## config.mk

```make
export PLATFORM = sky130hd
export DESIGN_NAME = color_marker_run_detector
export DESIGN_NICKNAME = d
export VERILOG_FILES = /design/src/rtl/cmrd_pkg.sv /design/src/rtl/color_marker_run_detector.sv /design/src/rtl/cmrd_fifo.sv /design/src/rtl/cmrd_front.sv /design/src/rtl/cmrd_back.sv
export SDC_FILE = /design/constraint.sdc
export NUM_CORES = 1
export LEC_CHECK = 0
export ABC_AREA = 1
export BUFFER_PORTS_ARGS = -buffer_cell sky130_fd_sc_hd__buf_4
export CORE_MARGIN = 3
export CORE_UTILIZATION = 30
export CTS_CLUSTER_DIAMETER = 40
export DETAILED_ROUTE_END_ITERATION = 8
export PLACE_DENSITY = 0.56
export SETUP_SLACK_MARGIN = 0.15
export SLEW_MARGIN = 20
export SYNTH_ARGS = -nofsm -noshare
export SYNTH_HDL_FRONTEND = slang
export SYNTH_SLANG_ARGS = --single-unit
```

## constraint.sdc

```tcl
create_clock -name i_clk -period 5.3 [get_ports i_clk]
set_input_delay 0 -clock i_clk [delete_from_list [all_inputs] [get_ports i_clk]]
set_output_delay 0 -clock i_clk [all_outputs]
set_load 0.01 [all_outputs]
```

## src/rtl/cmrd_pkg.sv

```systemverilog
// ----------------------------------------------------------------------------
// Color marker run detector package
// Types, register codes and pixel classification functions.
// ----------------------------------------------------------------------------
package cmrd_pkg;

    // configuration register indexes
    localparam logic [1:0] REG_LINE_WIDTH   = 2'd0;
    localparam logic [1:0] REG_FRAME_HEIGHT = 2'd1;
    localparam logic [1:0] REG_BLUE_START   = 2'd2;
    localparam logic [1:0] REG_RED_START    = 2'd3;

    localparam logic [11:0] LINE_WIDTH_RST   = 12'd1920;
    localparam logic [11:0] FRAME_HEIGHT_RST = 12'd1080;

    // run width scale applied to the dark sample count
    localparam logic [15:0] WIDTH_SCALE = 16'd25;

    typedef struct packed {
        logic [10:0] x;
        logic [10:0] y;
        logic [15:0] width;
    } t_best;

    // classified pixel handed from front to back
    typedef struct packed {
        logic [7:0]  red;
        logic [7:0]  green;
        logic [7:0]  blue;
        logic        cur_dark;
        logic        cur_bluish;
        logic        cur_reddish;
        logic        sampled;
        logic        line_start;
        logic        frame_start;
        logic        frame_last;
        logic [10:0] col;
        logic [10:0] row;
    } t_job;

    typedef struct packed {
        logic [7:0] red;
        logic [7:0] green;
        logic [7:0] blue;
        logic       frame_last;
        t_best      blue_best;
        t_best      red_best;
    } t_result;

    // signed difference of two components
    function automatic logic signed [9:0] diff(input logic [7:0] a, input logic [7:0] b);
        diff = $signed({2'b00, a}) - $signed({2'b00, b});
    endfunction

    function automatic logic is_dark(input logic [7:0] r, input logic [7:0] g,
                                     input logic [7:0] b);
        is_dark = (r < 8'd40) && (g < 8'd40) && (b < 8'd40);
    endfunction

    function automatic logic is_bluish(input logic [7:0] r, input logic [7:0] g,
                                       input logic [7:0] b);
        logic signed [9:0] br;
        logic signed [9:0] bg;
        br = diff(b, r);
        bg = diff(b, g);
        is_bluish = (b > 8'd100) && (br > 10'sd80) && (br < 10'sd150)
                    && (bg < 10'sd62) && (bg > 10'sd35);
    endfunction

    function automatic logic is_reddish(input logic [7:0] r, input logic [7:0] g,
                                        input logic [7:0] b);
        logic signed [9:0] rb;
        logic signed [9:0] rg;
        rb = diff(r, b);
        rg = diff(r, g);
        is_reddish = (r > 8'd135) && (rb < 10'sd155) && (rb > 10'sd80)
                     && (rg < 10'sd155) && (rg > 10'sd80);
    endfunction

endpackage

```

## src/rtl/color_marker_run_detector.sv

```systemverilog
// ----------------------------------------------------------------------------
// Color marker run detector
// Finds the widest blue and red marker runs in a raster pixel stream.
// ----------------------------------------------------------------------------
// A pushed pixel is stored in the job queue, then the back end's result for it is stored in the result queue.
// Throughput: one pixel per clock while the result queue has room, set by the run state update in the back end.
// Two-entry queues between front and back and on the result side absorb stalls.
// Reset (synchronous, active low) empties both queues, clears position and run state,
// clears the best records and loads configuration registers with their defaults.
module color_marker_run_detector #(
    parameter int MAX_LINE    = 2048,
    parameter int MAX_ROWS    = 2048,
    parameter int SAMPLE_STEP = 25
) (
    input  logic        i_clk,
    input  logic        i_rst_n,
    // pixel input queue side
    input  logic        push,
    output logic        full,
    input  logic [7:0]  i_in_red,
    input  logic [7:0]  i_in_green,
    input  logic [7:0]  i_in_blue,
    // result queue side
    output logic        empty,
    input  logic        pop,
    output logic [7:0]  o_pix_red,
    output logic [7:0]  o_pix_green,
    output logic [7:0]  o_pix_blue,
    output logic        o_frame_last,
    output logic [10:0] o_blue_best_x,
    output logic [10:0] o_blue_best_y,
    output logic [15:0] o_blue_best_width,
    output logic [10:0] o_red_best_x,
    output logic [10:0] o_red_best_y,
    output logic [15:0] o_red_best_width,
    // configuration port
    input  logic        psel,
    input  logic        penable,
    input  logic        pwrite,
    input  logic [3:0]  paddr,
    input  logic [31:0] pwdata,
    output logic [31:0] prdata,
    output logic        pready
);
    import cmrd_pkg::*;

    logic [11:0] r_line_width;
    logic [11:0] r_frame_height;
    logic [15:0] r_blue_start;
    logic [15:0] r_red_start;
    logic        cfg_wr;
    logic [1:0]  reg_idx;

    t_job    front_job;
    t_job    back_job;
    t_result back_result;
    t_result out_result;
    logic    accept;
    logic    job_empty;
    logic    res_full;
    logic    advance;

    // configuration registers
    assign pready  = 1'b1;
    assign cfg_wr  = psel && penable && pwrite;
    assign reg_idx = paddr[3:2];

    always_ff @(posedge i_clk) begin
        if (!i_rst_n) begin
            r_line_width   <= LINE_WIDTH_RST;
            r_frame_height <= FRAME_HEIGHT_RST;
            r_blue_start   <= '0;
            r_red_start    <= '0;
        end else if (cfg_wr) begin
            case (reg_idx)
                REG_LINE_WIDTH:   r_line_width   <= pwdata[11:0];
                REG_FRAME_HEIGHT: r_frame_height <= pwdata[11:0];
                REG_BLUE_START:   r_blue_start   <= pwdata[15:0];
                REG_RED_START:    r_red_start    <= pwdata[15:0];
                default: ;
            endcase
        end
    end

    // register readback
    always_comb begin
        case (reg_idx)
            REG_LINE_WIDTH:   prdata = {20'd0, r_line_width};
            REG_FRAME_HEIGHT: prdata = {20'd0, r_frame_height};
            REG_BLUE_START:   prdata = {16'd0, r_blue_start};
            REG_RED_START:    prdata = {16'd0, r_red_start};
            default:          prdata = '0;
        endcase
    end

    // front: position and classification
    assign accept = push && !full;

    cmrd_front #(
        .MAX_LINE    (MAX_LINE),
        .MAX_ROWS    (MAX_ROWS),
        .SAMPLE_STEP (SAMPLE_STEP)
    ) u_front (
        .i_clk          (i_clk),
        .i_rst_n        (i_rst_n),
        .i_accept       (accept),
        .i_red          (i_in_red),
        .i_green        (i_in_green),
        .i_blue         (i_in_blue),
        .i_line_width   (r_line_width),
        .i_frame_height (r_frame_height),
        .o_job          (front_job)
    );

    // queue between front and back
    cmrd_fifo #(
        .WIDTH ($bits(t_job)),
        .DEPTH (2)
    ) u_job_q (
        .i_clk   (i_clk),
        .i_rst_n (i_rst_n),
        .i_push  (push),
        .i_data  (front_job),
        .i_pop   (advance),
        .o_data  (back_job),
        .o_full  (full),
        .o_empty (job_empty)
    );

    // back: run tracking
    assign advance = !job_empty && !res_full;

    cmrd_back u_back (
        .i_clk        (i_clk),
        .i_rst_n      (i_rst_n),
        .i_advance    (advance),
        .i_job        (back_job),
        .i_blue_start (r_blue_start),
        .i_red_start  (r_red_start),
        .o_result     (back_result)
    );

    // result queue
    cmrd_fifo #(
        .WIDTH ($bits(t_result)),
        .DEPTH (2)
    ) u_res_q (
        .i_clk   (i_clk),
        .i_rst_n (i_rst_n),
        .i_push  (advance),
        .i_data  (back_result),
        .i_pop   (pop),
        .o_data  (out_result),
        .o_full  (res_full),
        .o_empty (empty)
    );

    assign o_pix_red         = out_result.red;
    assign o_pix_green       = out_result.green;
    assign o_pix_blue        = out_result.blue;
    assign o_frame_last      = out_result.frame_last;
    assign o_blue_best_x     = out_result.blue_best.x;
    assign o_blue_best_y     = out_result.blue_best.y;
    assign o_blue_best_width = out_result.blue_best.width;
    assign o_red_best_x      = out_result.red_best.x;
    assign o_red_best_y      = out_result.red_best.y;
    assign o_red_best_width  = out_result.red_best.width;

endmodule

```

## src/rtl/cmrd_fifo.sv

```systemverilog
// ----------------------------------------------------------------------------
// Small register queue
// Generic first-in first-out queue with combinational head output.
// ----------------------------------------------------------------------------
module cmrd_fifo #(
    parameter int WIDTH = 8,
    parameter int DEPTH = 2
) (
    input  logic             i_clk,
    input  logic             i_rst_n,
    input  logic             i_push,
    input  logic [WIDTH-1:0] i_data,
    input  logic             i_pop,
    output logic [WIDTH-1:0] o_data,
    output logic             o_full,
    output logic             o_empty
);
    localparam int AW = (DEPTH > 1) ? $clog2(DEPTH) : 1;
    localparam int CW = $clog2(DEPTH + 1);

    logic [WIDTH-1:0] r_mem [DEPTH];
    logic [AW-1:0]    r_wr_ptr;
    logic [AW-1:0]    r_rd_ptr;
    logic [CW-1:0]    r_count;
    logic             do_push;
    logic             do_pop;

    assign o_full  = (r_count == CW'(DEPTH));
    assign o_empty = (r_count == '0);
    assign o_data  = r_mem[r_rd_ptr];
    assign do_push = i_push && !o_full;
    assign do_pop  = i_pop && !o_empty;

    // storage, no reset needed
    always_ff @(posedge i_clk) begin
        if (do_push) begin
            r_mem[r_wr_ptr] <= i_data;
        end
    end

    // pointers and fill level
    always_ff @(posedge i_clk) begin
        if (!i_rst_n) begin
            r_wr_ptr <= '0;
            r_rd_ptr <= '0;
            r_count  <= '0;
        end else begin
            if (do_push) begin
                r_wr_ptr <= (r_wr_ptr == AW'(DEPTH - 1)) ? '0 : r_wr_ptr + AW'(1);
            end
            if (do_pop) begin
                r_rd_ptr <= (r_rd_ptr == AW'(DEPTH - 1)) ? '0 : r_rd_ptr + AW'(1);
            end
            if (do_push && !do_pop) begin
                r_count <= r_count + CW'(1);
            end else if (do_pop && !do_push) begin
                r_count <= r_count - CW'(1);
            end
        end
    end

endmodule

```

## src/rtl/cmrd_front.sv

```systemverilog
// ----------------------------------------------------------------------------
// Detector front end
// Tracks raster position and sample phase, classifies each accepted pixel.
// ----------------------------------------------------------------------------
module cmrd_front #(
    parameter int MAX_LINE    = 2048,
    parameter int MAX_ROWS    = 2048,
    parameter int SAMPLE_STEP = 25
) (
    input  logic            i_clk,
    input  logic            i_rst_n,
    input  logic            i_accept,
    input  logic [7:0]      i_red,
    input  logic [7:0]      i_green,
    input  logic [7:0]      i_blue,
    input  logic [11:0]     i_line_width,
    input  logic [11:0]     i_frame_height,
    output cmrd_pkg::t_job  o_job
);
    import cmrd_pkg::*;

    localparam int CW  = $clog2(MAX_LINE);
    localparam int LW  = $clog2(MAX_LINE + 1);
    localparam int RW  = (MAX_ROWS > 1) ? $clog2(MAX_ROWS) : 1;
    localparam int HW  = (MAX_ROWS > 1) ? $clog2(MAX_ROWS + 1) : 2;
    localparam int PW  = (SAMPLE_STEP > 1) ? $clog2(SAMPLE_STEP) : 1;

    logic [CW-1:0] r_col;
    logic [RW-1:0] r_row;
    logic [PW-1:0] r_phase;
    logic [LW-1:0] line_w;
    logic [HW-1:0] frame_h;
    logic          row_end;
    logic          frame_end;
    logic [PW:0]   phase_inc;

    // effective dimensions: zero acts as one, saturate at the maximum
    always_comb begin
        if (i_line_width == '0) begin
            line_w = LW'(1);
        end else if (13'(i_line_width) > 13'(MAX_LINE)) begin
            line_w = LW'(MAX_LINE);
        end else begin
            line_w = LW'(i_line_width);
        end
        if (i_frame_height == '0) begin
            frame_h = HW'(1);
        end else if (13'(i_frame_height) > 13'(MAX_ROWS)) begin
            frame_h = HW'(MAX_ROWS);
        end else begin
            frame_h = HW'(i_frame_height);
        end
    end

    assign row_end   = (LW'(r_col) + LW'(1)) >= line_w;
    assign frame_end = row_end && ((HW'(r_row) + HW'(1)) >= frame_h);
    assign phase_inc = {1'b0, r_phase} + (PW + 1)'(1);

    // classification of the current pixel
    always_comb begin
        o_job.red         = i_red;
        o_job.green       = i_green;
        o_job.blue        = i_blue;
        o_job.cur_dark    = is_dark(i_red, i_green, i_blue);
        o_job.cur_bluish  = is_bluish(i_red, i_green, i_blue);
        o_job.cur_reddish = is_reddish(i_red, i_green, i_blue);
        o_job.line_start  = (r_col == '0);
        o_job.frame_start = (r_col == '0) && (r_row == '0);
        o_job.sampled     = (r_col == '0) || (r_phase == '0);
        o_job.frame_last  = frame_end;
        o_job.col         = 11'(r_col);
        o_job.row         = 11'(r_row);
    end

    // raster position
    always_ff @(posedge i_clk) begin
        if (!i_rst_n) begin
            r_col   <= '0;
            r_row   <= '0;
            r_phase <= '0;
        end else if (i_accept) begin
            if (row_end) begin
                r_col   <= '0;
                r_phase <= '0;
                r_row   <= frame_end ? '0 : r_row + RW'(1);
            end else begin
                r_col   <= r_col + CW'(1);
                r_phase <= (phase_inc >= (PW + 1)'(SAMPLE_STEP)) ? '0 : r_phase + PW'(1);
            end
        end
    end

endmodule

```

## src/rtl/cmrd_back.sv

```systemverilog
// ----------------------------------------------------------------------------
// Detector back end
// Run state machine, best marker records and pixel painting.
// ----------------------------------------------------------------------------
module cmrd_back (
    input  logic              i_clk,
    input  logic              i_rst_n,
    input  logic              i_advance,
    input  cmrd_pkg::t_job    i_job,
    input  logic [15:0]       i_blue_start,
    input  logic [15:0]       i_red_start,
    output cmrd_pkg::t_result o_result
);
    import cmrd_pkg::*;

    typedef enum logic [1:0] {
        MODE_IDLE,
        MODE_BLUE,
        MODE_RED
    } t_mode;

    t_mode       r_mode,   n_mode;
    logic [15:0] r_count,  n_count;
    logic        r_pdark,  n_pdark;
    logic        r_pblue,  n_pblue;
    logic        r_pred,   n_pred;
    t_best       r_bbest,  n_bbest;
    t_best       r_rbest,  n_rbest;
    logic        paint;
    logic        match;
    logic [15:0] cur_width;
    logic [15:0] scaled;

    assign scaled = 16'(r_count * WIDTH_SCALE);

    // next state for one pixel
    always_comb begin
        n_mode    = r_mode;
        n_count   = r_count;
        n_pdark   = r_pdark;
        n_pblue   = r_pblue;
        n_pred    = r_pred;
        n_bbest   = r_bbest;
        n_rbest   = r_rbest;
        paint     = 1'b0;
        match     = 1'b0;
        cur_width = '0;
        if (i_job.line_start) begin
            if (i_job.frame_start) begin
                // previous sample restarts as black
                n_pdark = 1'b1;
                n_pblue = 1'b0;
                n_pred  = 1'b0;
                n_bbest = '{x: '0, y: '0, width: i_blue_start};
                n_rbest = '{x: '0, y: '0, width: i_red_start};
            end
            n_mode  = MODE_IDLE;
            n_count = '0;
        end
        if (i_job.sampled) begin
            case (n_mode)
                MODE_BLUE, MODE_RED: begin
                    match     = (n_mode == MODE_BLUE) ? i_job.cur_bluish : i_job.cur_reddish;
                    cur_width = (n_mode == MODE_BLUE) ? n_bbest.width : n_rbest.width;
                    if (match && n_pdark) begin
                        if (n_count > cur_width) begin
                            // line start clears the count, so r_count is n_count here
                            if (n_mode == MODE_BLUE) begin
                                n_bbest = '{x: i_job.col, y: i_job.row, width: scaled};
                            end else begin
                                n_rbest = '{x: i_job.col, y: i_job.row, width: scaled};
                            end
                        end
                    end else if (i_job.cur_dark && n_pdark) begin
                        n_count = n_count + 16'd1;
                        paint   = 1'b1;
                    end else begin
                        n_mode = MODE_IDLE;
                    end
                end
                default: begin
                    n_mode = MODE_IDLE;
                    if (i_job.cur_dark) begin
                        if (n_pblue) begin
                            n_mode  = MODE_BLUE;
                            n_count = '0;
                        end else if (n_pred) begin
                            n_mode  = MODE_RED;
                            n_count = '0;
                        end
                    end
                end
            endcase
            n_pdark = i_job.cur_dark;
            n_pblue = i_job.cur_bluish;
            n_pred  = i_job.cur_reddish;
        end
    end

    // result for this pixel
    always_comb begin
        o_result.red        = paint ? 8'hFF : i_job.red;
        o_result.green      = paint ? 8'hFF : i_job.green;
        o_result.blue       = paint ? 8'hFF : i_job.blue;
        o_result.frame_last = i_job.frame_last;
        o_result.blue_best  = n_bbest;
        o_result.red_best   = n_rbest;
    end

    // run state and best records
    always_ff @(posedge i_clk) begin
        if (!i_rst_n) begin
            r_mode  <= MODE_IDLE;
            r_count <= '0;
            r_pdark <= 1'b1;
            r_pblue <= 1'b0;
            r_pred  <= 1'b0;
            r_bbest <= '0;
            r_rbest <= '0;
        end else if (i_advance) begin
            r_mode  <= n_mode;
            r_count <= n_count;
            r_pdark <= n_pdark;
            r_pblue <= n_pblue;
            r_pred  <= n_pred;
            r_bbest <= n_bbest;
            r_rbest <= n_rbest;
        end
    end

endmodule

```

==> metrics.txt, run 1 <==
status=finished, final reports clean; synthesized area=between 20000 and 30000 um2; pwr dens=about 570 nW/um2; Max Cap Viol=0; Post-synth ARST share=0; P&R area growth vs syn=20.8%; placed cell area=~28000 um2; crit end category=flip-flop; DP Wirelength=48400 um; GRT overflow=0; # DRC=0; CP max-delay cell=buf_4; Lkg Pwr=roughly 13 nW; routed len/inst=between 15 and 20 um; vias in the first global route=about 19000; post-CTS setup buffers=0; Distinct cells, synth=54; Worst Setup Start Kind=flip-flop; area occupied by multi-input gates=between 10000 and 15000 um2; Vias per Instance=approximately 4.7; Die W=slightly below 300 um; Top-Level Pins=between 200 and 250; Mapped Avg Cell Area=approximately 9 um2; initial antenna violation count=3; port buffer count=roughly 170; Max IR drop VDD=between 0.4 and 0.5 mV; CTS H-tree lvls=3; CTS tree=yes; ys flop type=edfxtp_1; clk buf depth=3; Max Fclk=between 200 and 250 MHz; Final Max Slew Viols=0; pin count of the biggest net entering global routing=86; cell family with most CP delay=buffers and inverters; Clock Tree Root=clkbuf_16; synth warn=0; min Tclk post-route=4530 ps; P_sw=6.48 mW; routability cong.=about 0.85; worst slew pin tran=roughly 1100 ps; unrepaired setup endpoints after global routing=no; Final ANT Viol Nets=0; Fin Setup TNS=0 ps; design area=about 31000 um2; min-delay worst type=primary input to flip-flop; die height=298 um; vias=approximately 20000; commonest non-fill, non-tap cell in the layout=nand2_1; #FFs+latches synth=~500; EDFF count, synth=between 300 and 400; Syn Inst Count=approximately 2900; Nets=approximately 3200; Detailed Route Iter0 Violations=~1400; post-cts resize count=0; CP Cell Sequence=buf_4 > nand2_1 > nand2_1 > nand2_2 > inv_2 > buf_12 > nand2_1 > o21a_1 > nand2_1 > o21ai_0 > ha_1 > nand2_1 > nor4_1 > a22oi_2 > buf_4 > nand2_1 > buf_4 > nand2_1 > nand2_1 > inv_1; Num CTS Buffers=72; Seq/Total Area, Yosys=0.510; fin util=0.367; Setup violations, final=0; FF/Latch Area=13100 um2; most frequent CP cell=nand2_1; commonest non-fill, non-tap cells in the layout=nand2_1, inv_1, edfxtp_1, nor2_1, nand3_1; internal power=around 11 mW; Filler Cell Count=roughly 8600; die area=between 80000 and 90000 um2; Pre-Repair DR Iteration Count=6; # clock sinks=498; std cell rows=~110; arrival time worst endpoint=4880 ps; clock latency on the worst-skew pair=between 600 and 700 ps; Flop pwr share=0.346; slowest stage delay, CP=a little over 500 ps; Post-Route Skew=29.6 ps; Setup CP Type=flip-flop to flip-flop; share of layout cells above drive strength 1=0.149; clock-pin slew on the worst setup and hold paths=60 ps; Gate power share=0.374; routed wire length=roughly 70000 um; first-pass GRT wire length=around 110000 um; Tot GR Track Use=0.155; Slew headroom=0.292; period utilization=0.855; Final Hold Vio Count=0; required time of the critical path=about 5700 ps; clock share of power=0.280; Buf/Inv on CP=6; crit-path max FO=52; sw frac=0.370; starting density of the core=0.304; Core Area=84100 um2
-- layer usage --
layer | global-route usage | vias to the layer above | part of all wire | routed length, um
li1 | - | 9916 | - | -
met5 | 0 | - | 0 | 0
met4 | 0.0509 | 0 | 0.024 | 1670
met3 | 0.0211 | 87 | 0.052 | 3650
met2 | 0.258 | 501 | 0.48 | 33200
met1 | 0.207 | 9198 | 0.45 | 31200
-- sequential cells by signal, indices dropped and copies added, names as in the netlist, 12 cells and up, named ones only --
signal,flops
u_back.r_bbest,38
r_frame_height,12
r_red_start,16
u_back.r_rbest,38
r_line_width,12
u_job_q.r_mem,106
r_blue_start,16
u_back.r_count,16
u_res_q.r_mem,202
-- cell families (layout without fill, tap and decap cells) --
family | count (synthesis) | count (layout) | synth area share
compound gates | 395 | 395 | 0.0863
xor+xnor | 49 | 49 | 0.0168
fa+ha+maj | 131 | 131 | 0.0682
buf+inv | 480 | 708 | 0.0762
flops | 498 | 498 | 0.510
mux | 102 | 102 | 0.0448
other cells | 2 | 20 | 0.000294
simple gates | 1193 | 1193 | 0.197
-- tightest hold or removal path, cell delays in order --
cell     delay, ps
buf_4          110
nand3_1        220
nor2_2         170
nand2_1         70
nand3_1         60
-- synth_stat cells (4+ instances only) --
cell,count,area share
nand2_1,593,0.087
o21bai_1,4,0.0012
buf_2,27,0.0053
edfxtp_1,308,0.36
xor2_1,39,0.013
a22oi_1,6,0.0018
clkbuf_1,85,0.012
nor2_2,4,0.00098
o21ai_0,159,0.031
o211ai_1,14,0.0041
a21oi_1,149,0.029
ha_1,117,0.057
xnor2_1,10,0.0034
inv_1,328,0.048
nor3_1,14,0.0027
nor4_1,8,0.0020
inv_2,4,0.00059
nand3_1,254,0.050
nor2_1,267,0.039
nand3_2,11,0.0043
a31oi_1,4,0.00098
o21ai_1,6,0.0012
buf_4,24,0.0070
a21o_1,4,0.0012
nand4_1,25,0.0061
nand3b_1,5,0.0015
a221oi_1,9,0.0031
mux2_2,101,0.044
o2111ai_1,9,0.0031
o21a_1,17,0.0050
dfxtp_1,190,0.15
buf_1,7,0.0010
fa_1,14,0.011
o22ai_1,6,0.0015
-- path summary, 6_finish.rpt --
check	from	to	slack [ps]	cells past startpoint
worst min-delay path	penable	r_frame_height[3]$_SDFFE_PN1P_	80	5
worst max-delay path	flip-flop	u_res_q.r_mem[0][49]$_DFFE_PP_	770	20
worst min register to register	u_job_q.r_rd_ptr$_SDFFE_PN0P_	u_job_q.r_rd_ptr$_SDFFE_PN0P_	450	1
worst max register to register	flip-flop	u_res_q.r_mem[0][49]$_DFFE_PP_	770	20
-- stage by stage --
stage / std cells / hold WS (ps) / power (mW) / worst slack, ps
final: 4230 / 77.4 / 17.5 / 771
after global routing: 4228 / 107 / 18.6 / 421
after CTS: 4227 / 37.0 / 17.7 / 751
after detailed placement: 4048 / 203 / 12.7 / 752
after global placement: 4048 / 202 / 12.6 / 785
after floorplan: 2865 / 98.9 / 10.3 / 1380
-- cell type report --
type / count / area share
Tap cell: 1134 / 0.0459
Multi-Input combinational cell: 1887 / 0.346
Timing Repair Buffer: 241 / 0.0635
Antenna cell: 3 / 0.000243
Clock buffer: 83 / 0.0614
Clock inverter: 50 / 0.0194
Sequential cell: 498 / 0.423
Inverter: 334 / 0.0408
-- power by group through the flow --
| stage | Combinational [mW] | Sequential [mW] | Clock [mW] |
|---|---|---|---|
| 3_5_place_dp | 6.58 | 6.14 | 0 |
| 6_report | 6.53 | 6.05 | 4.90 |
| 2_1_floorplan | 4.29 | 6.02 | 0 |
| 5_1_grt | 7.30 | 6.17 | 5.17 |
| 4_1_cts | 6.64 | 6.06 | 5.00 |
| 3_3_place_gp | 6.53 | 6.10 | 0 |
-- repair_timing --
item | CTS | global route
hold endpoints to repair | 121 | 0
hold buffers | 46 | 0
setup endpoints to repair | 0 | 0
Power figures use the tool's default switching activity.
==> run 2: changes to the inputs <==
CORE_ASPECT_RATIO = 0.8   (was not set)
==> metrics.txt, run 2 (synthesized netlist as in run 1, its figures left out) <==
unrepaired setup endpoints after global routing=no; R2R depth=21; post-cts resize count=0; CTS tree=yes; Flop pwr share=0.332; Tot Pwr=18.3 mW; CP Cell Sequence=nand2_2 > nand2_4 > nor2_1 > inv_1 > ha_1 > buf_12 > o21ai_0 > ha_1 > nand2_1 > inv_1 > nand3_1 > nor2_1 > nand2_1 > a22oi_2 > buf_4 > nand2_1 > buf_4 > nand2_1 > nand2_1 > o21ai_0 > inv_1; Vias per Instance=approximately 4.7; crit-path max FO=45; Nets=3254; commonest non-fill, non-tap cell in the layout=nand2_1; required time of the critical path=5820 ps; Num CTS Buffers=86; Most flops, register=u_res_q.r_mem; vias=around 20000; Top-Level Pins=approximately 200; Pre-Repair DR Iteration Count=5; # clock sinks=around 500; Final Hold Vio Count=0; DP Wirelength=between 40000 and 50000 um; port buffer count=167; CP max-delay cell=dfxtp_2; commonest non-fill, non-tap cells in the layout=nand2_1, inv_1, edfxtp_1, nor2_1, nand3_1; min-delay worst type=primary input to flip-flop; CTS H-tree lvls=3; first-pass GRT wire length=about 110000 um; Setup CP Type=flip-flop to flip-flop; diode count=0; # DRC=0; Detailed Route Iter0 Violations=1520; Largest regs=u_res_q.r_mem x202, u_job_q.r_mem x106; Post-Route Skew=between 30 and 40 ps; hold-critical path depth=5; Max IR drop VDD=about 0.39 mV; Filler Cell Count=8388; die area=between 80000 and 90000 um2; Gate power share=0.356; worst slew pin tran=a little over 1000 ps; share of layout cells above drive strength 1=0.156; clk buf depth=3; Lkg Pwr=13.7 nW; P_sw=6.65 mW; vias in the first global route=18500; pwr dens=between 500 and 600 nW/um2; Max Cap Viol=0; HP Start=pwrite; post-CTS setup buffers=0; Final ANT Viol Nets=0; GRT overflow=0; Final Max Slew Viols=0; Fin Setup TNS=0 ps; most frequent CP cell=nand2_1; Max Fclk=234 MHz; internal power=~12 mW; crit end category=flip-flop; std cell rows=95; clock-pin slew on the worst setup and hold paths=~50 ps; period utilization=0.806; routed wire length=70300 um; starting density of the core=0.304; Worst Setup Start Kind=flip-flop; sw frac=0.364; status=finished, final reports clean; min Tclk post-route=approximately 4300 ps; arrival time worst endpoint=4790 ps; Tot GR Track Use=0.156; FF/Latch Area=13100 um2; routed len/inst=approximately 17 um; Slew headroom=0.312; Setup violations, final=0; clock share of power=0.312; slowest stage delay, CP=around 500 ps; area occupied by multi-input gates=~11000 um2; routability cong.=0.870; Core Area=about 84000 um2; P&R area growth vs syn=23.1%; max reg flops=202; die height=~270 um; pin count of the biggest net entering global routing=~100; clock latency on the worst-skew pair=between 600 and 700 ps; initial antenna violation count=2; Die W=approximately 330 um; Clock Tree Root=clkbuf_16
-- run 2: critical path: cells and delay by family (launching register included) --
kind	cells	cell delay [ps]
AOI/OAI and AO/OA	3	530
adders and majority gates	2	740
buffers and inverters	6	1080
DFF	1	500
and+or+nand+nor	10	1300
-- run 2: cell type report --
class | instances | share of cell area
Clock buffer | 98 | 0.0714
Clock inverter | 62 | 0.0254
Inverter | 334 | 0.0400
Multi-Input combinational cell | 1887 | 0.339
Sequential cell | 498 | 0.415
Tap cell | 1115 | 0.0443
Timing Repair Buffer | 249 | 0.0650
-- run 2: power groups by stage --
stage	registers, mW	logic (mW)	clock network, mW
floorplan	6.02	4.29	0
global route	6.20	7.32	6.02
finish	6.08	6.51	5.71
CTS	6.09	6.61	5.83
detailed placement	6.16	6.54	0
global placement	6.13	6.51	0
-- run 2: per-layer routing --
| layer | GRT usage | vias to the layer above | wire length [um] |
|---|---|---|---|
| met4 | 0.0394 | 0 | 1310 |
| met3 | 0.0357 | 95 | 4620 |
| li1 | - | 9960 | - |
| met1 | 0.225 | 9205 | 33800 |
| met2 | 0.237 | 511 | 30600 |
| met5 | 0 | - | 0 |
-- run 2: repair_timing --
| action | CTS | global route |
|---|---|---|
| hold buffers | 51 | 0 |
| endpoints found under the hold margin | 136 | 0 |
| setup endpoints to repair | 0 | 0 |
-- run 2: metrics by stage --
step | cells | setup slack (ps) | util | cell area, um2 | hold WS, ps
floorplan | 2865 | 1380 | - | 25600 | 98.9
global placement | 4032 | 1020 | 0.332 | 27900 | 204
detailed placement | 4032 | 1010 | 0.332 | 27900 | 203
CTS | 4243 | 1020 | 0.374 | 31500 | 34.3
global route | 4243 | 552 | 0.374 | 31500 | 86.0
finish | 4243 | 1030 | 0.374 | 31500 | 71.1
-- run 2: path summary, 6_finish.rpt --
kind                            slack (ps)                        endpoint
worst min-delay path                    70    r_line_width[9]$_SDFFE_PN1P_
worst max register to register        1030  u_back.r_bbest[0]$_SDFFE_PN0P_
worst min register to register         450                       flip-flop
worst max-delay path                  1030  u_back.r_bbest[0]$_SDFFE_PN0P_
==> run 3: changes to the inputs <==
ABC_AREA = 0   (was 1)
PLACE_DENSITY = 0.55   (was 0.56)
clock period = 4.4 ns   (was 5.3 ns; I/O delays follow)
==> metrics.txt, run 3 <==
synthesized area=approximately 25000 um2; ys flop type=edfxtp_1; period utilization=0.878; #FFs+latches synth=about 500; Filler Cell Count=around 8000; pin count of the biggest net entering global routing=101; Post-Place Setup Slack=approximately 560 ps; first-pass GRT wire length=between 100000 and 150000 um; Seq/Total Area, Yosys=0.518; Lkg Pwr=~12 nW; Largest regs=u_res_q.r_mem x202, u_job_q.r_mem x106; EDFF count, synth=slightly above 300; commonest non-fill, non-tap cell in the layout=nand2_1; design area=roughly 31000 um2; area occupied by multi-input gates=11300 um2; DP Wirelength=~50000 um; Final ANT Viol Nets=0; starting density of the core=0.305; Core Area=between 80000 and 90000 um2; met1 Use GR=0.236; # clock sinks=between 400 and 500; ranking of synthesized cells by area=edfxtp_1, dfxtp_1, ha_1; Clock Tree Root=clkbuf_16; port buffer count=between 150 and 200; Buf/Inv on CP=2; routability cong.=between 0.8 and 0.9; Worst Setup Start Kind=flip-flop; GRT overflow=0; Pre-Repair DR Iteration Count=5; Most Crowded Layer GR=met2; pwr dens=approximately 550 nW/um2; Max IR drop VDD=0.372 mV; Post-Route Skew=approximately 33 ps; worst setup margin=537 ps; Vias per Instance=around 5; R2R Path End=u_back.r_rbest[14]$_SDFFE_PN0P_; most frequent CP cell=ha_1; Min-Delay Endpoint=r_line_width[4]$_SDFFE_PN0P_; FF/Latch Area=13100 um2; vias=about 19000; Distinct cells, synth=78; routed len/inst=between 15 and 20 um; post-CTS setup buffers=0; die height=about 270 um; FF-to-FF setup slack=roughly 540 ps; Top-Level Pins=203; max reg flops=about 200; slowest stage delay, CP=approximately 560 ps; R2R Path Start=u_back.r_count[6]$_SDFFE_PN0P_; R2R depth=12; hold buffers post-CTS=between 40 and 50; clock-pin slew on the worst setup and hold paths=approximately 60 ps; Nets=around 2800; CP max-delay cell=dfxtp_1; initial antenna violation count=5; commonest non-fill, non-tap cells in the layout=nand2_1, edfxtp_1, buf_4, dfxtp_1, nand3_1; Min Hold Slack=between 40 and 50 ps; min Tclk post-route=3860 ps; Slew headroom=0.335; met2 Track Usage GR=0.247; Final Hold Vio Count=0; Most flops, register=u_res_q.r_mem; # DRC=0; Tot GR Track Use=0.163; Die W=330 um; status=finished, final reports clean; arrival time worst endpoint=roughly 4400 ps; required time of the critical path=around 4900 ps; min-delay worst type=primary input to flip-flop; Syn Inst Count=~2300; clk buf depth=3; clock latency on the worst-skew pair=between 600 and 700 ps; share of layout cells above drive strength 1=0.196; Post-synth ARST share=0; CP Cell Sequence=ha_1 > ha_1 > inv_1 > fa_1 > inv_1 > ha_1 > nor3_1 > o21ai_0 > a21o_1 > a311o_1 > mux2_2 > o21ba_2; vias in the first global route=between 15000 and 20000; post-synth top area share=0.367; crit end category=flip-flop; Global Route met3 Usage=0.0279; Detailed Route Iter0 Violations=~1500; Final Max Slew Viols=0; hold-critical path depth=6; synth cell count leaders=nand2_1, edfxtp_1, dfxtp_1, nand3_1, a21oi_1; post-cts resize count=0; Fin Setup TNS=0 ps; top-count cell post-synth=nand2_1; Num CTS Buffers=80; placed cell area=between 20000 and 30000 um2; CTS tree=yes; Max Cap Viol=0; worst slew pin tran=995 ps; P&R area growth vs syn=23.4%; Tot Pwr=around 17 mW; Setup violations, final=0; cell family with most CP delay=adder cells; std cell rows=94; routed wire length=roughly 73000 um; HP Start=pwrite; post-synth top area cell=edfxtp_1; Mapped Avg Cell Area=~11 um2; die area=87600 um2; unrepaired setup endpoints after global routing=no; CTS H-tree lvls=3; Max Fclk=roughly 260 MHz; crit-path max FO=7; synth warn=0; Setup CP Type=flip-flop to flip-flop
==> run 3: worst min-delay path, stage by stage <==
cell and delay (ps):
buf_4 110, nand3_1 130, nor3_1 60, buf_4 180, nand2_1 80, a21oi_1 50
==> run 3: per-layer routing <==
layer / wire length, um / share of wire
met1: 34500 / 0.47
met2: 32200 / 0.44
met3: 4460 / 0.061
met4: 1630 / 0.022
met5: 13 / 0.00018
==> run 3: cell families (layout without fill, tap and decap cells) <==
kind of cell / after synthesis / in the layout / share of synthesized area
and+or+nand+nor: 746 / 746 / 0.137
muxes: 222 / 222 / 0.0998
buffers and inverters: 248 / 527 / 0.0406
xor gates and xnor gates: 58 / 58 / 0.0201
adders and majority gates: 131 / 131 / 0.0692
other: 2 / 20 / 0.000298
AOI/OAI and AO/OA: 442 / 442 / 0.116
DFF: 498 / 498 / 0.518
==> run 3: metrics by stage <==
step	utilization	std cells
2_1_floorplan	-	2362
3_3_place_gp	0.337	3551
3_5_place_dp	0.337	3551
4_1_cts	0.376	3745
5_1_grt	0.376	3746
6_report	0.376	3748
==> run 3: where the power goes <==
part | internal, mW | switching [mW] | total (mW)
sequential | 6.01 | 0.285 | 6.30
combinational | 1.91 | 2.74 | 4.65
clock | 3.89 | 2.38 | 6.27
total | 11.8 | 5.40 | 17.2
==> run 3: cell type report <==
class / instances / share of cell area
multi-input combinational: 1616 / 0.362
timing repair buffer: 278 / 0.0739
sequential: 498 / 0.420
clock inverter: 58 / 0.0194
antenna: 3 / 0.000241
tap: 1104 / 0.0444
inverter: 100 / 0.0121
clock buffer: 91 / 0.0680
==> run 3: how the worst max path moves through the flow <==
stage,endpoint,cells after the start,from
detailed placement,u_back.r_rbest[14]$_SDFFE_PN0P_,12,u_back.r_count[6]$_SDFFE_PN0P_
global placement,u_back.r_rbest[14]$_SDFFE_PN0P_,12,u_back.r_count[6]$_SDFFE_PN0P_
finish,u_back.r_rbest[14]$_SDFFE_PN0P_,12,u_back.r_count[6]$_SDFFE_PN0P_
global route,u_front.r_row[9]$_SDFFE_PN0P_,13,u_front.r_row[0]$_SDFFE_PN0P_
floorplan,u_res_q.r_mem[0][0]$_DFFE_PP_,18,flip-flop
CTS,u_back.r_rbest[9]$_SDFFE_PN0P_,11,flip-flop
